`src/rtl/uatc_pkg.sv`:
```
// ----------------------------------------------------------------------------
// UTF-8 ASCII fold package
// Decode modes, byte constants, fold table and decoder result type.
// ----------------------------------------------------------------------------
`timescale 1ns / 1ps

package uatc_pkg;

  typedef enum logic [1:0] {
    MODE_NORMAL   = 2'd0,
    MODE_AFTER_C3 = 2'd1,
    MODE_DROP     = 2'd2
  } mode_t;

  localparam logic [7:0] LEAD_C3    = 8'hC3;
  localparam logic [1:0] CONT_TAG   = 2'b10;
  localparam logic [6:0] CHAR_QMARK = 7'h3F;
  localparam logic [6:0] CHAR_SPACE = 7'h20;
  localparam logic [6:0] CASE_BIT   = 7'h20;

  typedef struct packed {
    logic       emit;
    logic [6:0] out_char;
    logic       char_valid;
    logic       text_done;
  } dec_res_t;

  function automatic logic [6:0] fold_pair(input logic [7:0] second);
    logic [6:0] c;
    unique case (second)
      8'hA0, 8'hA1, 8'hA4: c = 7'h61;
      8'hA8, 8'hA9, 8'hAA: c = 7'h65;
      8'hAD:               c = 7'h69;
      8'hB1:               c = 7'h6E;
      8'hB3, 8'hB6:        c = 7'h6F;
      8'hBA, 8'hBC:        c = 7'h75;
      default:             c = CHAR_QMARK;
    endcase
    return c;
  endfunction

endpackage

```
`src/rtl/uatc_decode.sv`:
```
// ----------------------------------------------------------------------------
// UTF-8 ASCII fold decoder
// Byte decode, pair fold and title-case rule for one request.
// ----------------------------------------------------------------------------
`timescale 1ns / 1ps

module uatc_decode (
  input  uatc_pkg::mode_t    mode_i,
  input  logic               cap_i,
  input  logic [7:0]         byte_i,
  input  logic               last_i,
  output uatc_pkg::mode_t    mode_nxt_o,
  output logic               cap_nxt_o,
  output uatc_pkg::dec_res_t res_o
);
  import uatc_pkg::*;

  logic       have;
  logic [6:0] raw_char;
  logic [6:0] cased;
  logic       is_lower;
  logic       is_upper;

  // next state and raw character
  always_comb begin
    have       = 1'b0;
    raw_char   = '0;
    mode_nxt_o = MODE_NORMAL;
    unique case (mode_i)
      MODE_AFTER_C3: begin
        have     = 1'b1;
        raw_char = fold_pair(byte_i);
      end
      default: begin
        if ((mode_i == MODE_DROP) && (byte_i[7:6] == CONT_TAG)) begin
          mode_nxt_o = MODE_DROP;
        end else if (!byte_i[7]) begin
          have     = 1'b1;
          raw_char = byte_i[6:0];
        end else if ((byte_i == LEAD_C3) && !last_i) begin
          mode_nxt_o = MODE_AFTER_C3;
        end else begin
          have       = 1'b1;
          raw_char   = CHAR_QMARK;
          mode_nxt_o = MODE_DROP;
        end
      end
    endcase
    if (last_i) begin
      mode_nxt_o = MODE_NORMAL;
    end
  end

  assign is_lower = (raw_char >= 7'h61) && (raw_char <= 7'h7A);
  assign is_upper = (raw_char >= 7'h41) && (raw_char <= 7'h5A);

  // case rule and result
  always_comb begin
    cased     = raw_char;
    cap_nxt_o = cap_i;
    if (have) begin
      priority if (raw_char == CHAR_SPACE) begin
        cap_nxt_o = 1'b1;
      end else if (cap_i) begin
        cap_nxt_o = 1'b0;
        if (is_lower) begin
          cased = raw_char & ~CASE_BIT;
        end
      end else begin
        if (is_upper) begin
          cased = raw_char | CASE_BIT;
        end
      end
    end
    if (last_i) begin
      cap_nxt_o = 1'b1;
    end
    res_o.emit       = have || last_i;
    res_o.out_char   = have ? cased : 7'd0;
    res_o.char_valid = have;
    res_o.text_done  = last_i;
  end

endmodule

```
`src/rtl/utf8_ascii_fold_title_case_unit.sv`:
```
// ----------------------------------------------------------------------------
// UTF-8 ASCII fold, title case unit
// A request that is taken is held in the input register, then decoded into the result register.
// Throughput: one request per cycle; the input register and the result
// register each hold one request, so the stream stalls only on out_tready.
// Continuation bytes that are dropped, and a 0xC3 lead, give no result unless they end the text.
// Reset clears both valid flags, sets normal decode and the capital flag.
// ----------------------------------------------------------------------------
`timescale 1ns / 1ps

module utf8_ascii_fold_title_case_unit (
  input  logic       clk,
  input  logic       rst_n,
  input  logic       in_tvalid,
  output logic       in_tready,
  input  logic [7:0] in_tdata,   // [7:0] in_byte
  input  logic       in_tlast,   // end_of_text
  output logic       out_tvalid,
  input  logic       out_tready,
  output logic [7:0] out_tdata,  // [6:0] out_char, [7] zero
  output logic       out_tuser,  // char_valid
  output logic       out_tlast   // text_done
);
  import uatc_pkg::*;

  logic       s1_valid_r;
  logic [7:0] s1_byte_r;
  logic       s1_last_r;
  mode_t      mode_r;
  mode_t      mode_nxt;
  logic       cap_r;
  logic       cap_nxt;
  dec_res_t   res;
  logic       s1_adv;
  logic       out_valid_r;
  logic [6:0] out_char_r;
  logic       char_valid_r;
  logic       text_done_r;

  uatc_decode u_decode (
    .mode_i     (mode_r),
    .cap_i      (cap_r),
    .byte_i     (s1_byte_r),
    .last_i     (s1_last_r),
    .mode_nxt_o (mode_nxt),
    .cap_nxt_o  (cap_nxt),
    .res_o      (res)
  );

  assign s1_adv    = s1_valid_r && (!out_valid_r || out_tready);
  assign in_tready = !s1_valid_r || s1_adv;

  always_ff @(posedge clk) begin
    if (!rst_n) begin
      s1_valid_r  <= 1'b0;
      out_valid_r <= 1'b0;
      mode_r      <= MODE_NORMAL;
      cap_r       <= 1'b1;
    end else begin
      if (in_tready) begin
        s1_valid_r <= in_tvalid;
      end
      if (s1_adv) begin
        mode_r      <= mode_nxt;
        cap_r       <= cap_nxt;
        out_valid_r <= res.emit;
      end else if (out_tready) begin
        out_valid_r <= 1'b0;
      end
    end
  end

  // payload: hold unless advancing
  always_ff @(posedge clk) begin
    if (in_tready && in_tvalid) begin
      s1_byte_r <= in_tdata;
      s1_last_r <= in_tlast;
    end
    if (s1_adv && res.emit) begin
      out_char_r   <= res.out_char;
      char_valid_r <= res.char_valid;
      text_done_r  <= res.text_done;
    end
  end

  assign out_tvalid = out_valid_r;
  assign out_tdata  = {1'b0, out_char_r};
  assign out_tuser  = char_valid_r;
  assign out_tlast  = text_done_r;

endmodule

```
`config.mk`:
```
export PLATFORM = sky130hd
export DESIGN_NAME = utf8_ascii_fold_title_case_unit
export DESIGN_NICKNAME = d
export VERILOG_FILES = /design/src/rtl/uatc_pkg.sv /design/src/rtl/uatc_decode.sv /design/src/rtl/utf8_ascii_fold_title_case_unit.sv
export SDC_FILE = /design/constraint.sdc
export NUM_CORES = 1
export LEC_CHECK = 0
export ABC_AREA = 1
export BUFFER_PORTS_ARGS = -buffer_cell sky130_fd_sc_hd__buf_2
export CAP_MARGIN = 0
export CORE_MARGIN = 3
export CORE_UTILIZATION = 55
export DETAILED_ROUTE_END_ITERATION = 6
export HOLD_SLACK_MARGIN = 0.15
export PLACE_DENSITY_LB_ADDON = 0.25
export SLEW_MARGIN = 20
export SYNTH_ARGS = -nofsm -noshare
export SYNTH_HDL_FRONTEND = slang
export SYNTH_HIERARCHICAL = 1
export SYNTH_SLANG_ARGS = --single-unit
```
`constraint.sdc`:
```
create_clock -name clk -period 3 [get_ports clk]
set_input_delay 0.75 -clock clk [delete_from_list [all_inputs] [get_ports clk]]
set_output_delay 0.75 -clock clk [all_outputs]
set_load 0.02 [all_outputs]
```
Word-level counts from Yosys, hierarchy flattened:

Cells that the tools add are included.

* bits in read-only memories: 0
* bits of input ports: 13
* memories kept: 0
* bits in writable memories: 0
* bits in registers: 23
* bits in latches: 0
* word-level logic and storage cells: 73
* output and inout port bits: 12

* add/sub/neg operators: 0
* bitwise logic cells: 0
* multipliers: 0
* shift-type cells: 0
* magnitude comparators: 4
* mux-type cells: 23
* divide/modulo/power cells: 0
* equality and inequality tests: 17
* reductions and logical operators: 20

Operators with widths (number)
* equality test 8 bit (second input constant): 13
* case mux 7 bit (6 select lines): 1
* two-way mux 6 bit: 5
* two-way mux 7 bit: 3
* >= comparator 7 bit (second input constant): 2
* <= comparator 7 bit (second input constant): 2
* two-way mux 2 bit: 5
* two-way mux 1 bit: 9
* equality test 7 x 6 -> 1 bit (second input constant): 1
* logical AND 1 bit: 7
* OR reduction 3 bit: 2
* equality test 2 bit (second input constant): 2
* nonzero test 2 bit: 2
* OR reduction 2 bit: 2
* logical NOT 1 bit: 3
* logical OR 1 bit: 3
* equality test 2 x 1 -> 1 bit (second input constant): 1
* AND reduction 2 bit: 1

Longest topological paths before layout:

Gate-level depths: netlist (run 1).

* depth after elaboration: 11
* gate-level depth with buffers: 16
* gate-level depth less buffers: 16

By module:

Netlist (run 1), hierarchy kept.

By module, submodules not included
* utf8_ascii_fold_title_case_unit: sequential area each 640.6 um^2, times used 1, cells an instance 53, area an instance 789.5 um^2
* uatc_decode: sequential area each 0.0 um^2, times used 1, cells an instance 124, area an instance 583.1 um^2

Worst setup path before layout (run 1):

No wires, ideal clock.

* path kind: flip-flop to flip-flop
* from: register s1_byte_r[0]
* to: register out_char_r[0] (enable)
* period minus slack after synthesis: 1762 ps
* cell stages (with the launch flop): 10
* library setup time: 374 ps
* arrival: 1388 ps
* required time: 2626 ps
* buffers on the path: 0
* slack: 1238 ps
* cells stage by stage: edfxtp_1 > nand2_1 > nor2_2 > nand3_2 > nand2_2 > nand2_2 > inv_1 > nand2_1 > inv_1 > nor2_1

RTL lines
* start: declaration: RTL line utf8_ascii_fold_title_case_unit.sv:27 `logic [7:0] s1_byte_r;`
* start signal: assignment: RTL line utf8_ascii_fold_title_case_unit.sv:76 `s1_byte_r <= in_tdata;`
* end signal: assignment: RTL line utf8_ascii_fold_title_case_unit.sv:80 `out_char_r <= res.out_char;`
* end: declaration: RTL line utf8_ascii_fold_title_case_unit.sv:36 `logic [6:0] out_char_r;`

Worst setup path after layout (run 1):

* from: register s1_last_r
* to: register out_char_r[5], data pin

* longest elaborated chain between the ends: 11
* elaborated cells on any way between the ends: 21
* classes of those cells: 4 x order compare; 1 x eq/ne; 12 x mux; 4 x reduce/logical

Ends and longest elaborated chain
* start: declaration: RTL line utf8_ascii_fold_title_case_unit.sv:28 `logic s1_last_r;`
* start signal: assignment: RTL line utf8_ascii_fold_title_case_unit.sv:77 `s1_last_r <= in_tlast;`
* logical NOT 1 bit (*): RTL line uatc_decode.sv:40 `end else if ((byte_i == LEAD_C3) && !last_i) begin`
* logical AND 1 bit (*): RTL line uatc_decode.sv:40
* two-way mux 6 bit: RTL line uatc_decode.sv:40
* two-way mux 7 bit: RTL line uatc_decode.sv:37 `end else if (!byte_i[7]) begin`
* two-way mux 7 bit: RTL line uatc_decode.sv:35 `if ((mode_i == MODE_DROP) && (byte_i[7:6] == CONT_TAG)) begin`
* two-way mux 7 bit: RTL line uatc_decode.sv:29 `unique case (mode_i)`
* >= comparator 7 bit, or another cell as far along: RTL line uatc_decode.sv:55 `assign is_upper = (raw_char >= 7'h41) && (raw_char <= 7'h5A);`
* logical AND 1 bit (on tied branches): RTL line uatc_decode.sv:55, uatc_decode.sv:54
* two-way mux 6 bit (on tied branches): RTL line uatc_decode.sv:70, uatc_decode.sv:66
* two-way mux 6 bit: RTL line uatc_decode.sv:64 `end else if (cap_i) begin`
* two-way mux 6 bit: RTL line uatc_decode.sv:62 `priority if (raw_char == CHAR_SPACE) begin`

Every way passes the cells marked *; elsewhere a longest branch is shown, timed or not.
A chain may end at the register's enable or synchronous reset.

==> PnR_summary.wiki, run 1 <==
{| class="wikitable"
! Metric !! Value
|-
| Count of hold buffers inserted by post-cts repair || 0
|-
| Largest fanout of any net on the critical path || 4
|-
| Initial antenna violation count || 0
|-
| Setup violation total in the final timing report || 0
|-
| Slack of the worst reg-to-reg path || 950 ps
|-
| Root Buffer Master || sky130_fd_sc_hd__clkbuf_4
|-
| Endpoint of the worst hold path || cap_r
|-
| Wirelength, routed || 2476 microns
|-
| Count of instances resized after the clock tree is built || 0
|-
| Total power density per cell area || 415.8 mW/mm^2
|-
| Die area || 0.003131 sq mm
|-
| Dpl hpwl || 2066 microns
|-
| Area growth from synthesis to final layout || 9.845%
|-
| CTS H-Tree Depth || 1
|-
| Total DRC errors in the routed layout || 0
|-
| Worst r2r dst || out_char_r[5]
|-
| CTS Buffer Depth || 2
|-
| Arrival time of data at the critical path endpoint || 2130 ps
|-
| Total setup buffers inserted after CTS || 0
|-
| Tmin final || ~2000 ps
|-
| Hold WS || just under 500 ps
|-
| Via Count || 1141
|-
| Maximum ir drop on the vdd rail || ~0.34 mV
|-
| First-pass GRT wire length || around 4300 microns
|-
| Post-Synthesis Net Count || 190
|-
| Worst hold start || cap_r
|-
| Reg2Reg Depth || 14
|-
| Worst setup path class || reg2reg
|-
| Final instance area || 0.001508 sq mm
|-
| Initial standard-cell utilization of the core || around three fifths
|-
| Worst Setup Slack post-DPL || 980.0 ps
|-
| Post-route fraction of the period consumed by the critical path || 68.38%
|-
| Top library cells by usage in the layout, fill and taps aside || sky130_fd_sc_hd__nand2_1, sky130_fd_sc_hd__inv_1, sky130_fd_sc_hd__buf_2
|-
| CP Capture Type || flop
|-
| Unrepaired setup endpoints after global routing || no
|-
| Fraction of the yosys area taken by sequential cells || 46.67%
|-
| Mean Syn Cell Area || 7.755 sq um
|-
| #FFs+latches synth || 23
|-
| Clock tree from TritonCTS || done
|-
| Reg2Reg Launch Point || s1_last_r
|-
| Hold Path Stages || 2
|-
| Crit path setup slack, layout || ~950 ps
|-
| First DRT Iteration DRCs || 46
|-
| Number of buffers created by CTS || 3
|-
| Die Span X || 55.96 microns
|-
| Detailed Routing Iterations Pass 1 || 4
|-
| Port-buffer cells || 23
|-
| Worst-Margin Slew || 669.9 ps
|-
| Count of boundary I/O pins || 25
|-
| Most common cell after layout, fill and taps aside || sky130_fd_sc_hd__nand2_1
|-
| Core Area || roughly 0.0023 sq mm
|-
| Wire length per cell || 10.91 microns
|-
| Clock skew || 5.931 ps
|-
| Fraction of final layout cells sized beyond drive strength 1 || 25.13%
|-
| Total number of placement rows || 17
|-
| Fill cell count || 192
|-
| Worst path required time || 3080 ps
|-
| ANT cells || 0
|-
| Setup TNS || 0 ps
|-
| Worst-path clk slew || 110 ps
|-
| Result of the run || finished clean
|-
| Final-report hold violation count || 0
|-
| Overall track demand over capacity in global routing || between 10% and 20%
|-
| Combined area of all synthesized cells || 0.001373 sq mm
|-
| Count of nets left with antenna violations after detail routing || 0
|-
| Die Y-Extent || between 50 and 60 microns
|-
| Post-placement cell area || between 0.001 and 0.0015 sq mm
|-
| Clock tree sinks || 23
|-
| Total Nets Final || 213
|-
| Clock network latency to the later pin of the worst-skew pair || 300 ps
|-
| Global route total overflow || 0
|-
| Number of max-slew violations in the final report || 0
|-
| Hold/Removal Path Class || reg2reg
|-
| Via-to-Cell Ratio || ~5
|-
| Number of distinct standard cells referenced by the synthesized netlist || 27
|-
| Gate Count Post-Synth || 177
|-
| Total of max-cap violations || 0
|-
| Highest clock rate || 487.5 MHz
|-
| Worst Setup Start Kind || flop
|-
| Via count of the first global-routing pass || 1056
|-
| Max-Slew Margin vs Limit || 55.17%
|-
| Synth Warn # || 6
|-
| Pin count of the biggest net entering global routing || 13
|-
| Total power consumption of the routed design || 626.9 uW
|-
| Static leakage || 0.0007061 uW
|-
| Placer's final routability congestion estimate || a little over 0.8
|}
## how the worst max path moves through the flow
| stage | start | end | cells after the start |
|---|---|---|---|
| 2_1_floorplan | s1_byte_r[0] | out_char_r[0] | 9 |
| 3_3_place_gp | s1_last_r | out_char_r[5] | 14 |
| 3_5_place_dp | s1_byte_r[7] | out_char_r[4] | 7 |
| 4_1_cts | s1_byte_r[7] | out_char_r[4] | 7 |
| 5_1_grt | s1_byte_r[0] | cap_r | 12 |
| 6_report | s1_last_r | out_char_r[5] | 14 |
## per-layer routing
metal  wire length (microns)  up-vias  share of wire (%)  GRT usage [%]
met3                     167        2                6.7          5.336
met5                       0        -                  0              0
met4                      12        0               0.48          2.373
li1                        -      597                  -              -
met2                    1283       37                 52          31.93
met1                    1012      505                 41          18.99
## through the flow
step	utilization, %	cells
4_1_cts	65.63	227
5_1_grt	65.63	227
3_5_place_dp	64.49	223
6_report	65.63	227
2_1_floorplan	-	177
3_3_place_gp	64.49	223
## cells in the mapped netlist, drive strengths merged
| master | number | area, sq um |
|---|---|---|
| dfxtp | 5 | 100.1 |
| a21boi | 1 | 11.26 |
| nand3 | 14 | 80.08 |
| o211ai | 1 | 7.510 |
| nand3b | 1 | 7.510 |
| a21oi | 3 | 15.01 |
| nand4 | 1 | 6.260 |
| edfxtp | 18 | 540.5 |
| nor3 | 1 | 5.000 |
| conb | 1 | 3.750 |
| o31ai | 1 | 7.510 |
| or2 | 1 | 6.260 |
| nand2 | 55 | 231.5 |
| o21ai | 12 | 71.32 |
| inv | 28 | 105.1 |
| and2 | 1 | 6.260 |
| buf | 6 | 48.80 |
| nor2 | 27 | 118.9 |
## worst max-delay path, stage by stage, from the launching register on
cell	delay, ps
sky130_fd_sc_hd__edfxtp_1	440
sky130_fd_sc_hd__inv_1	150
sky130_fd_sc_hd__nand2_1	70
sky130_fd_sc_hd__nor2_1	160
sky130_fd_sc_hd__nand3_2	130
sky130_fd_sc_hd__nand2_2	120
sky130_fd_sc_hd__nor2_1	60
sky130_fd_sc_hd__o21ai_1	120
sky130_fd_sc_hd__nand2_1	130
sky130_fd_sc_hd__nor2_2	140
sky130_fd_sc_hd__nand3_1	110
sky130_fd_sc_hd__nand3_1	80
sky130_fd_sc_hd__nand2_1	50
sky130_fd_sc_hd__nand2_1	60
sky130_fd_sc_hd__inv_1	40
## cells by family after synthesis
group                  count (synthesis)  share of synthesized area (%)
and+or+nand+nor                      101                          33.64
buffers and inverters                 34                          11.21
DFF                                   23                          46.67
AOI/OAI and AO/OA                     18                          8.204
other                                  1                         0.2732
## registers in the layout, indices dropped and copies added, names as in the netlist
| name | flops |
|---|---|
| s1_last_r | 1 |
| s1_valid_r | 1 |
| out_tuser | 1 |
| mode_r | 2 |
| cap_r | 1 |
| out_char_r | 7 |
| out_tlast | 1 |
| s1_byte_r | 8 |
| out_tvalid | 1 |
## final cells by class
class	instances	area, sq um	area share [%]
Clock buffer	4	26.28	1.743
Inverter	28	105.1	6.971
Multi-Input combinational cell	120	578.1	38.34
Sequential cell	23	640.6	42.49
Tap cell	28	35.03	2.324
Timing Repair Buffer	24	122.6	8.133
## power by group
part	switching, uW	internal (uW)	total (uW)
combinational	72.3	39.7	112
clock	82.6	51.8	134
sequential	15.3	365	380
Power figures use the tool's default switching activity.
==> run 2, diff against run 1 <==
Settings changed: ABC_AREA 1 to 0, CORE_UTILIZATION 55 to 49.
Clock period 3 ns to 1.75 ns, I/O delays scaled along.
==> run 2 against run 1 <==
The run now ends with negative setup slack left. Clock power increased by 93%. Non-clock buffer count increased by 33. Routed wire length grew 31%. Global-route usage up 2.1 points. Final cell count down 7.9%. First-iteration DRC count fell by 48%. Setup slack lost 1700 ps. Cell area grew 19%.
==> PnR_summary.wiki, run 2 <==
{| class="wikitable"
! Metric !! Value
|-
| First DRT Iteration DRCs || 24 (-48%)
|-
| Fraction of the yosys area taken by sequential cells || 47.28% (+0.60 points)
|-
| Detailed Routing Iterations Pass 1 || 4 (unchanged)
|-
| Via Count || 1195 (+4.7%)
|-
| Area growth from synthesis to final layout || 32.87%
|-
| Clock tree from TritonCTS || done
|-
| Post-placement cell area || 0.001657 sq mm (+12%)
|-
| Die Y-Extent || 58.59 microns (+4.7%)
|-
| Overall track demand over capacity in global routing || 19.01% (+2.1 points)
|-
| Tmin final || 2544 ps (+492.8 ps)
|-
| Hold/Removal Path Class || in2reg
|-
| Via count of the first global-routing pass || 1181 (+12%)
|-
| Total Nets Final || 193 (-9.4%)
|-
| Total DRC errors in the routed layout || 0 (unchanged)
|-
| Crit path setup slack, layout || -794.2 ps (-1743 ps)
|-
| Worst-path clk slew || 130 ps (+20 ps)
|-
| Dpl hpwl || 2306 microns (+12%)
|-
| Registers with the highest flip-flop counts || s1_byte_r x8, out_char_r x7, mode_r x2
|-
| Final instance area || 0.001800 sq mm (+19%)
|-
| CP Capture Type || flop
|-
| Reg with most FFs || s1_byte_r
|-
| Clock skew || 6.932 ps (+1.001 ps)
|-
| Wirelength, routed || 3254 microns (+31%)
|-
| Arrival time of data at the critical path endpoint || 2620 ps (+490 ps)
|-
| Count of boundary I/O pins || 25 (unchanged)
|-
| Proportion of synthesized flip-flops having asynchronous set or reset || 0% (unchanged)
|-
| Number of buffers created by CTS || 3 (unchanged)
|-
| Worst Setup Start Kind || flop
|-
| Flip-flop count of the largest register after layout || 8 (unchanged)
|-
| Synth Warn # || 6 (unchanged)
|-
| Final-report hold violation count || 0 (unchanged)
|-
| Result of the run || finished, violations left
|-
| Setup violation total in the final timing report || 19 (+19)
|-
| Count of flip-flops with a built-in enable after synthesis || 18 (unchanged)
|-
| Combined area of all synthesized cells || 0.001355 sq mm (-1.3%)
|-
| Worst setup path class || reg2reg
|-
| Die area || 0.003432 sq mm (+9.6%)
|-
| Count of nets left with antenna violations after detail routing || 0 (unchanged)
|-
| Port-buffer cells || 23 (unchanged)
|-
| Clock network latency to the later pin of the worst-skew pair || 330 ps (+30 ps)
|-
| Die Span X || 58.59 microns (+4.7%)
|-
| Via-to-Cell Ratio || 5.718 (+14%)
|-
| Leading cell type by number of instances after synthesis || sky130_fd_sc_hd__edfxtp_1
|-
| Global route total overflow || 0 (unchanged)
|-
| Post-route fraction of the period consumed by the critical path || 145.4% (+77 points)
|-
| Count of hold buffers inserted by post-cts repair || 0 (unchanged)
|-
| Ranking of synthesized cells by instance count || sky130_fd_sc_hd__edfxtp_1, sky130_fd_sc_hd__nor2_1, sky130_fd_sc_hd__inv_1, sky130_fd_sc_hd__a21oi_1, sky130_fd_sc_hd__nand2_1
|-
| Worst Setup Slack post-DPL || -758.1 ps (-1738 ps)
|-
| Clock tree sinks || 23 (unchanged)
|-
| Worst path required time || 1820 ps (-1260 ps)
|-
| Pin count of the biggest net entering global routing || 14 (+1)
|-
| Largest cells by area after synthesis || sky130_fd_sc_hd__edfxtp_1, sky130_fd_sc_hd__dfxtp_1, sky130_fd_sc_hd__buf_4
|-
| Gate Count Post-Synth || 127 (-28%)
|-
| Initial standard-cell utilization of the core || 53.24% (-6.5 points)
|-
| Most frequently used flop master after synthesis || sky130_fd_sc_hd__edfxtp_1
|-
| CTS Buffer Depth || 2 (unchanged)
|-
| ANT cells || 0 (unchanged)
|-
| #FFs+latches synth || 23 (unchanged)
|-
| Root Buffer Master || sky130_fd_sc_hd__clkbuf_4
|-
| Top library cells by usage in the layout, fill and taps aside || sky130_fd_sc_hd__buf_4, sky130_fd_sc_hd__buf_2, sky130_fd_sc_hd__edfxtp_1
|-
| Mean Syn Cell Area || 10.67 sq um (+38%)
|-
| Initial antenna violation count || 0 (unchanged)
|-
| Post-Synthesis Net Count || 140 (-26%)
|-
| Total of max-cap violations || 0 (unchanged)
|-
| Most common cell after layout, fill and taps aside || sky130_fd_sc_hd__buf_4
|-
| Core Area || 0.002545 sq mm (+11%)
|-
| Total power density per cell area || 637.9 mW/mm^2 (+53%)
|-
| Violations in the final reports || negative setup slack
|-
| First-pass GRT wire length || 4981 microns (+16%)
|-
| Maximum ir drop on the vdd rail || 0.6488 mV (+91%)
|-
| Highest clock rate || 393.1 MHz (-19%)
|-
| Wire length per cell || 15.57 microns (+43%)
|-
| Largest fanout of any net on the critical path || 4 (unchanged)
|-
| Total number of placement rows || 18 (+1)
|-
| Number of distinct standard cells referenced by the synthesized netlist || 57 (+110%)
|-
| Placer's final routability congestion estimate || 0.8645 (+6.8%)
|-
| Fraction of final layout cells sized beyond drive strength 1 || 49.16% (+24 points)
|-
| Library cell with the largest summed area after synthesis || sky130_fd_sc_hd__edfxtp_1
|-
| CTS H-Tree Depth || 1 (unchanged)
|-
| Unrepaired setup endpoints after global routing || yes
|-
| Static leakage || 0.0007411 uW (+4.9%)
|-
| Number of max-slew violations in the final report || 0 (unchanged)
|-
| Top cell type's share of synthesized area || 39.89% (+0.51 points)
|-
| Fill cell count || 176 (-8.3%)
|}
## run 2: what timing repair did
action,4_1_cts,5_1_grt
setup buffers,5,2
endpoints found under the setup margin,18,19
pin swaps,7,4
cloned,0,0
gates resized for setup,3,12
## run 2: per-layer routing
layer | track usage [%] | routed length (microns)
met5 | 0 | 0
met4 | 8.414 | 101
met3 | 3.947 | 176
met2 | 35.73 | 1757
met1 | 20.22 | 1218
## run 2: logic make-up (layout without fill, tap and decap cells)
group	Yosys count	after routing	share of synthesized area, %
other	1	1	0.2767
AND/OR/NAND/NOR	49	49	24.38
flip-flops	23	23	47.28
AO/OA/AOI/OAI	36	36	20.59
XOR/XNOR	1	1	0.6465
multiplexers	1	1	0.7387
buffers and inverters	16	68	6.094
## run 2: per-stage QoR
stage	util [%]	total power, uW	TNS, ps	cells	hold WS (ps)
after floorplan	-	784.9	-2107	127	462.2
after global placement	65.09	857.2	-3426	198	498.3
after detailed placement	65.09	868.8	-3928	198	511.6
after CTS	68.19	1134	-4057	207	262.2
after global routing	70.75	1202	-6013	209	255.1
final	70.75	1149	-4778	209	269.6
## run 2: worst paths after layout
check                           depth (start not counted)       endpoint  slack [ps]    startpoint
worst max-delay path                                    7  out_char_r[5]        -790  s1_byte_r[4]
worst min-delay path                                    1   s1_byte_r[2]         270   in_tdata[2]
worst max register to register                          7  out_char_r[5]        -790  s1_byte_r[4]
worst min register to register                          2          cap_r         530         cap_r
## run 2: final cells by class
class / count / area [sq um] / area share (%)
repair buffers: 57 / 381.6 / 21.20
clock buffers: 3 / 22.52 / 1.251
multi-input cells: 88 / 686.9 / 38.15
well taps: 30 / 37.54 / 2.085
clock inverters: 1 / 5.005 / 0.2780
flip-flops and latches: 23 / 640.6 / 35.58
inverters: 7 / 26.28 / 1.459
## run 2: worst max-delay path: stages, from the launching register on
cell and delay [ps]:
sky130_fd_sc_hd__edfxtp_1 420, sky130_fd_sc_hd__or4b_4 570, sky130_fd_sc_hd__o21ai_4 180, sky130_fd_sc_hd__a21oi_2 100
sky130_fd_sc_hd__o22a_2 200, sky130_fd_sc_hd__or4_4 540, sky130_fd_sc_hd__o211a_1 150, sky130_fd_sc_hd__mux2i_1 130
## run 2: report_power, final
group | switching, uW | internal (uW)
logic | 126 | 124
clock network | 173 | 86.0
registers | 17.6 | 622
==> run 3, diff against run 2 <==
Clock period 1.75 ns to 2.1 ns, I/O delays scaled along.
==> run 3 against run 2 <==
The run still ends with negative setup slack left. Critical path depth is the same. Non-clock buffer count shrank 10. First-iteration DRC count shrank 8.3%.
==> PnR_summary.wiki, run 3 (synthesis results as in run 2) <==
{| class="wikitable"
! Metric !! Value
|-
| CTS H-Tree Depth || 1 (unchanged)
|-
| Dpl hpwl || 2126 microns (-7.8%)
|-
| Slack of the worst reg-to-reg path || -470 ps (+320 ps)
|-
| Count of placed standard cells including taps || 193 (-2.5%)
|-
| Worst Setup Start Kind || flop
|-
| Root Buffer Master || sky130_fd_sc_hd__clkbuf_4
|-
| Hold Path Stages || 1 (unchanged)
|-
| Registers with the highest flip-flop counts || s1_byte_r x8, out_char_r x7, mode_r x2
|-
| Clock network latency to the later pin of the worst-skew pair || 320 ps (about the same)
|-
| Top library cells by usage in the layout, fill and taps aside || sky130_fd_sc_hd__buf_4, sky130_fd_sc_hd__buf_2, sky130_fd_sc_hd__edfxtp_1
|-
| Total DRC errors in the routed layout || 0 (unchanged)
|-
| Total Nets Final || 183 (-5.2%)
|-
| Die Y-Extent || 58.59 microns (unchanged)
|-
| Overall track demand over capacity in global routing || 18.14% (-0.88 points)
|-
| Setup violation total in the final timing report || 2 (-17)
|-
| Hold WS || 372.6 ps (+103.0 ps)
|-
| Fill cell count || 208 (+18%)
|-
| Die Span X || 58.59 microns (unchanged)
|-
| Unrepaired setup endpoints after global routing || yes
|-
| Clock tree from TritonCTS || done
|-
| Reg with most FFs || s1_byte_r
|-
| Final instance area || 0.001680 sq mm (-6.7%)
|-
| M1 GR Usage || 20.65% (+0.42 points)
|-
| Worst setup path class || reg2reg
|-
| Flip-flop count of the largest register after layout || 8 (unchanged)
|-
| Via Count || 1155 (-3.3%)
|-
| Post-route fraction of the period consumed by the critical path || 122.5% (-23 points)
|-
| Initial antenna violation count || 0 (unchanged)
|-
| Static leakage || 0.0006823 uW (-7.9%)
|-
| Worst r2r dst || out_char_r[5]
|-
| Placer's final routability congestion estimate || 0.8334 (-3.6%)
|-
| Slowest Stage Delay on Critical Path || 570 ps (about the same)
|-
| Clock skew || 1.835 ps (-5.098 ps)
|-
| Total power density per cell area || 549.3 mW/mm^2 (-14%)
|-
| Post-placement cell area || 0.001617 sq mm (-2.4%)
|-
| Result of the run || finished, violations left
|-
| Area growth from synthesis to final layout || 24.01%
|-
| ANT cells || 0 (unchanged)
|-
| Global route total overflow || 0 (unchanged)
|-
| Fraction of final layout cells sized beyond drive strength 1 || 43.20% (-6.0 points)
|-
| Via count of the first global-routing pass || 1110 (-6.0%)
|-
| Detailed Routing Iterations Pass 1 || 4 (unchanged)
|-
| Core Area || 0.002545 sq mm (unchanged)
|-
| Number of buffers created by CTS || 3 (unchanged)
|-
| Initial standard-cell utilization of the core || 53.24% (unchanged)
|-
| Combined area of the multi-input logic cells || 653.1 sq um (-4.9%)
|-
| Most Used Layer, Global Route || met2
|-
| Reg2Reg Depth || 7 (unchanged)
|-
| Crit path setup slack, layout || -471.5 ps (+322.7 ps)
|-
| Highest clock rate || 388.9 MHz (-1.1%)
|-
| Worst-path clk slew || 120 ps (about the same)
|-
| Count of boundary I/O pins || 25 (unchanged)
|-
| Die area || 0.003432 sq mm (unchanged)
|-
| Count of nets left with antenna violations after detail routing || 0 (unchanged)
|-
| Reg2Reg Launch Point || s1_byte_r[2]
|-
| Wire length per cell || 14.56 microns (-6.5%)
|-
| Worst hold start || in_tdata[2]
|-
| Area occupied by registers || 640.6 sq um (unchanged)
|-
| Endpoint of the worst hold path || s1_byte_r[2]
|-
| CP max-delay cell || sky130_fd_sc_hd__or4b_4
|-
| Total number of placement rows || 18 (unchanged)
|-
| CP Capture Type || flop
|-
| Hold/Removal Path Class || in2reg
|-
| Pin count of the biggest net entering global routing || 14 (unchanged)
|-
| Via-to-Cell Ratio || 5.804 (+1.5%)
|-
| Maximum ir drop on the vdd rail || 0.5633 mV (-13%)
|-
| First-pass GRT wire length || 4664 microns (-6.4%)
|-
| Final-report hold violation count || 0 (unchanged)
|-
| Total of max-cap violations || 0 (unchanged)
|-
| Met2 routing resource usage after global routing || 31.90% (-3.8 points)
|-
| Met3 routing resource usage after global routing || 4.386% (+0.44 points)
|-
| Worst path required time || 2170 ps (+350 ps)
|-
| First DRT Iteration DRCs || 22 (-8.3%)
|-
| Number of max-slew violations in the final report || 0 (unchanged)
|-
| Violations in the final reports || negative setup slack
|-
| Wirelength, routed || 2898 microns (-11%)
|-
| Post-layout instance count excluding filler cells || 199 (-4.8%)
|-
| Tmin final || 2571 ps (+27.30 ps)
|-
| Arrival time of data at the critical path endpoint || 2640 ps (+20 ps)
|-
| CTS Buffer Depth || 2 (unchanged)
|-
| Worst Setup Slack post-DPL || -397.8 ps (+360.3 ps)
|-
| Port-buffer cells || 23 (unchanged)
|-
| Largest fanout of any net on the critical path || 5 (+1)
|-
| Most common cell after layout, fill and taps aside || sky130_fd_sc_hd__buf_4
|-
| Cells along the critical path || or4b_4, o21ai_4, a21oi_2, o32a_2, or4_4, o211a_1, mux2i_1
|-
| Clock tree sinks || 23 (unchanged)
|}
[run 3: final cells by class]
class                           count  area share [%]
Tap cell                           30           2.234
Sequential cell                    23           38.12
Timing Repair Buffer               47           17.57
Inverter                            7           1.564
Clock inverter                      1          0.2978
Multi-Input combinational cell     88           38.87
Clock buffer                        3           1.340
[run 3: worst max path at each step]
stage / end / slack (ps) / start
2_1_floorplan: out_char_r[5] / -310 / s1_byte_r[4]
3_3_place_gp: cap_r / -360 / s1_byte_r[2]
3_5_place_dp: cap_r / -400 / s1_byte_r[2]
4_1_cts: cap_r / -390 / s1_byte_r[2]
5_1_grt: cap_r / -530 / s1_byte_r[2]
6_report: out_char_r[5] / -470 / s1_byte_r[2]
[run 3: worst max-delay path: cells and delay by family, from the launching register on]
family,cells,cell delay (ps)
simple gates,2,1130
flops,1,410
mux,1,120
compound gates,4,650
[run 3: power breakdown]
part | switching [uW] | internal, uW
registers | 11.6 | 518
clock network | 135 | 71.4
logic | 98.8 | 88.6
total | 245 | 678
[run 3: per-layer routing]
layer	part of all wire, %	vias up
li1	-	556
met1	39	537
met5	0	-
met4	2.7	0
met3	6.2	10
met2	53	52
[run 3: repair_timing]
action,4_1_cts,5_1_grt
resized for setup,2,2
buffers inserted,1,1
endpoints found under the setup margin,11,2
gates cloned,0,0
hold buffers,0,0
pin swaps,1,2
[run 3: per-stage QoR]
step                      setup TNS, ps  total power, uW  util (%)
final                            -910.3            923.1     66.03
after global routing              -1058            963.9     66.03
after CTS                        -770.0            921.0     65.19
after detailed placement         -790.2            716.8     63.52
after global placement           -702.1            709.5     63.52
after floorplan                  -603.3            653.6         -
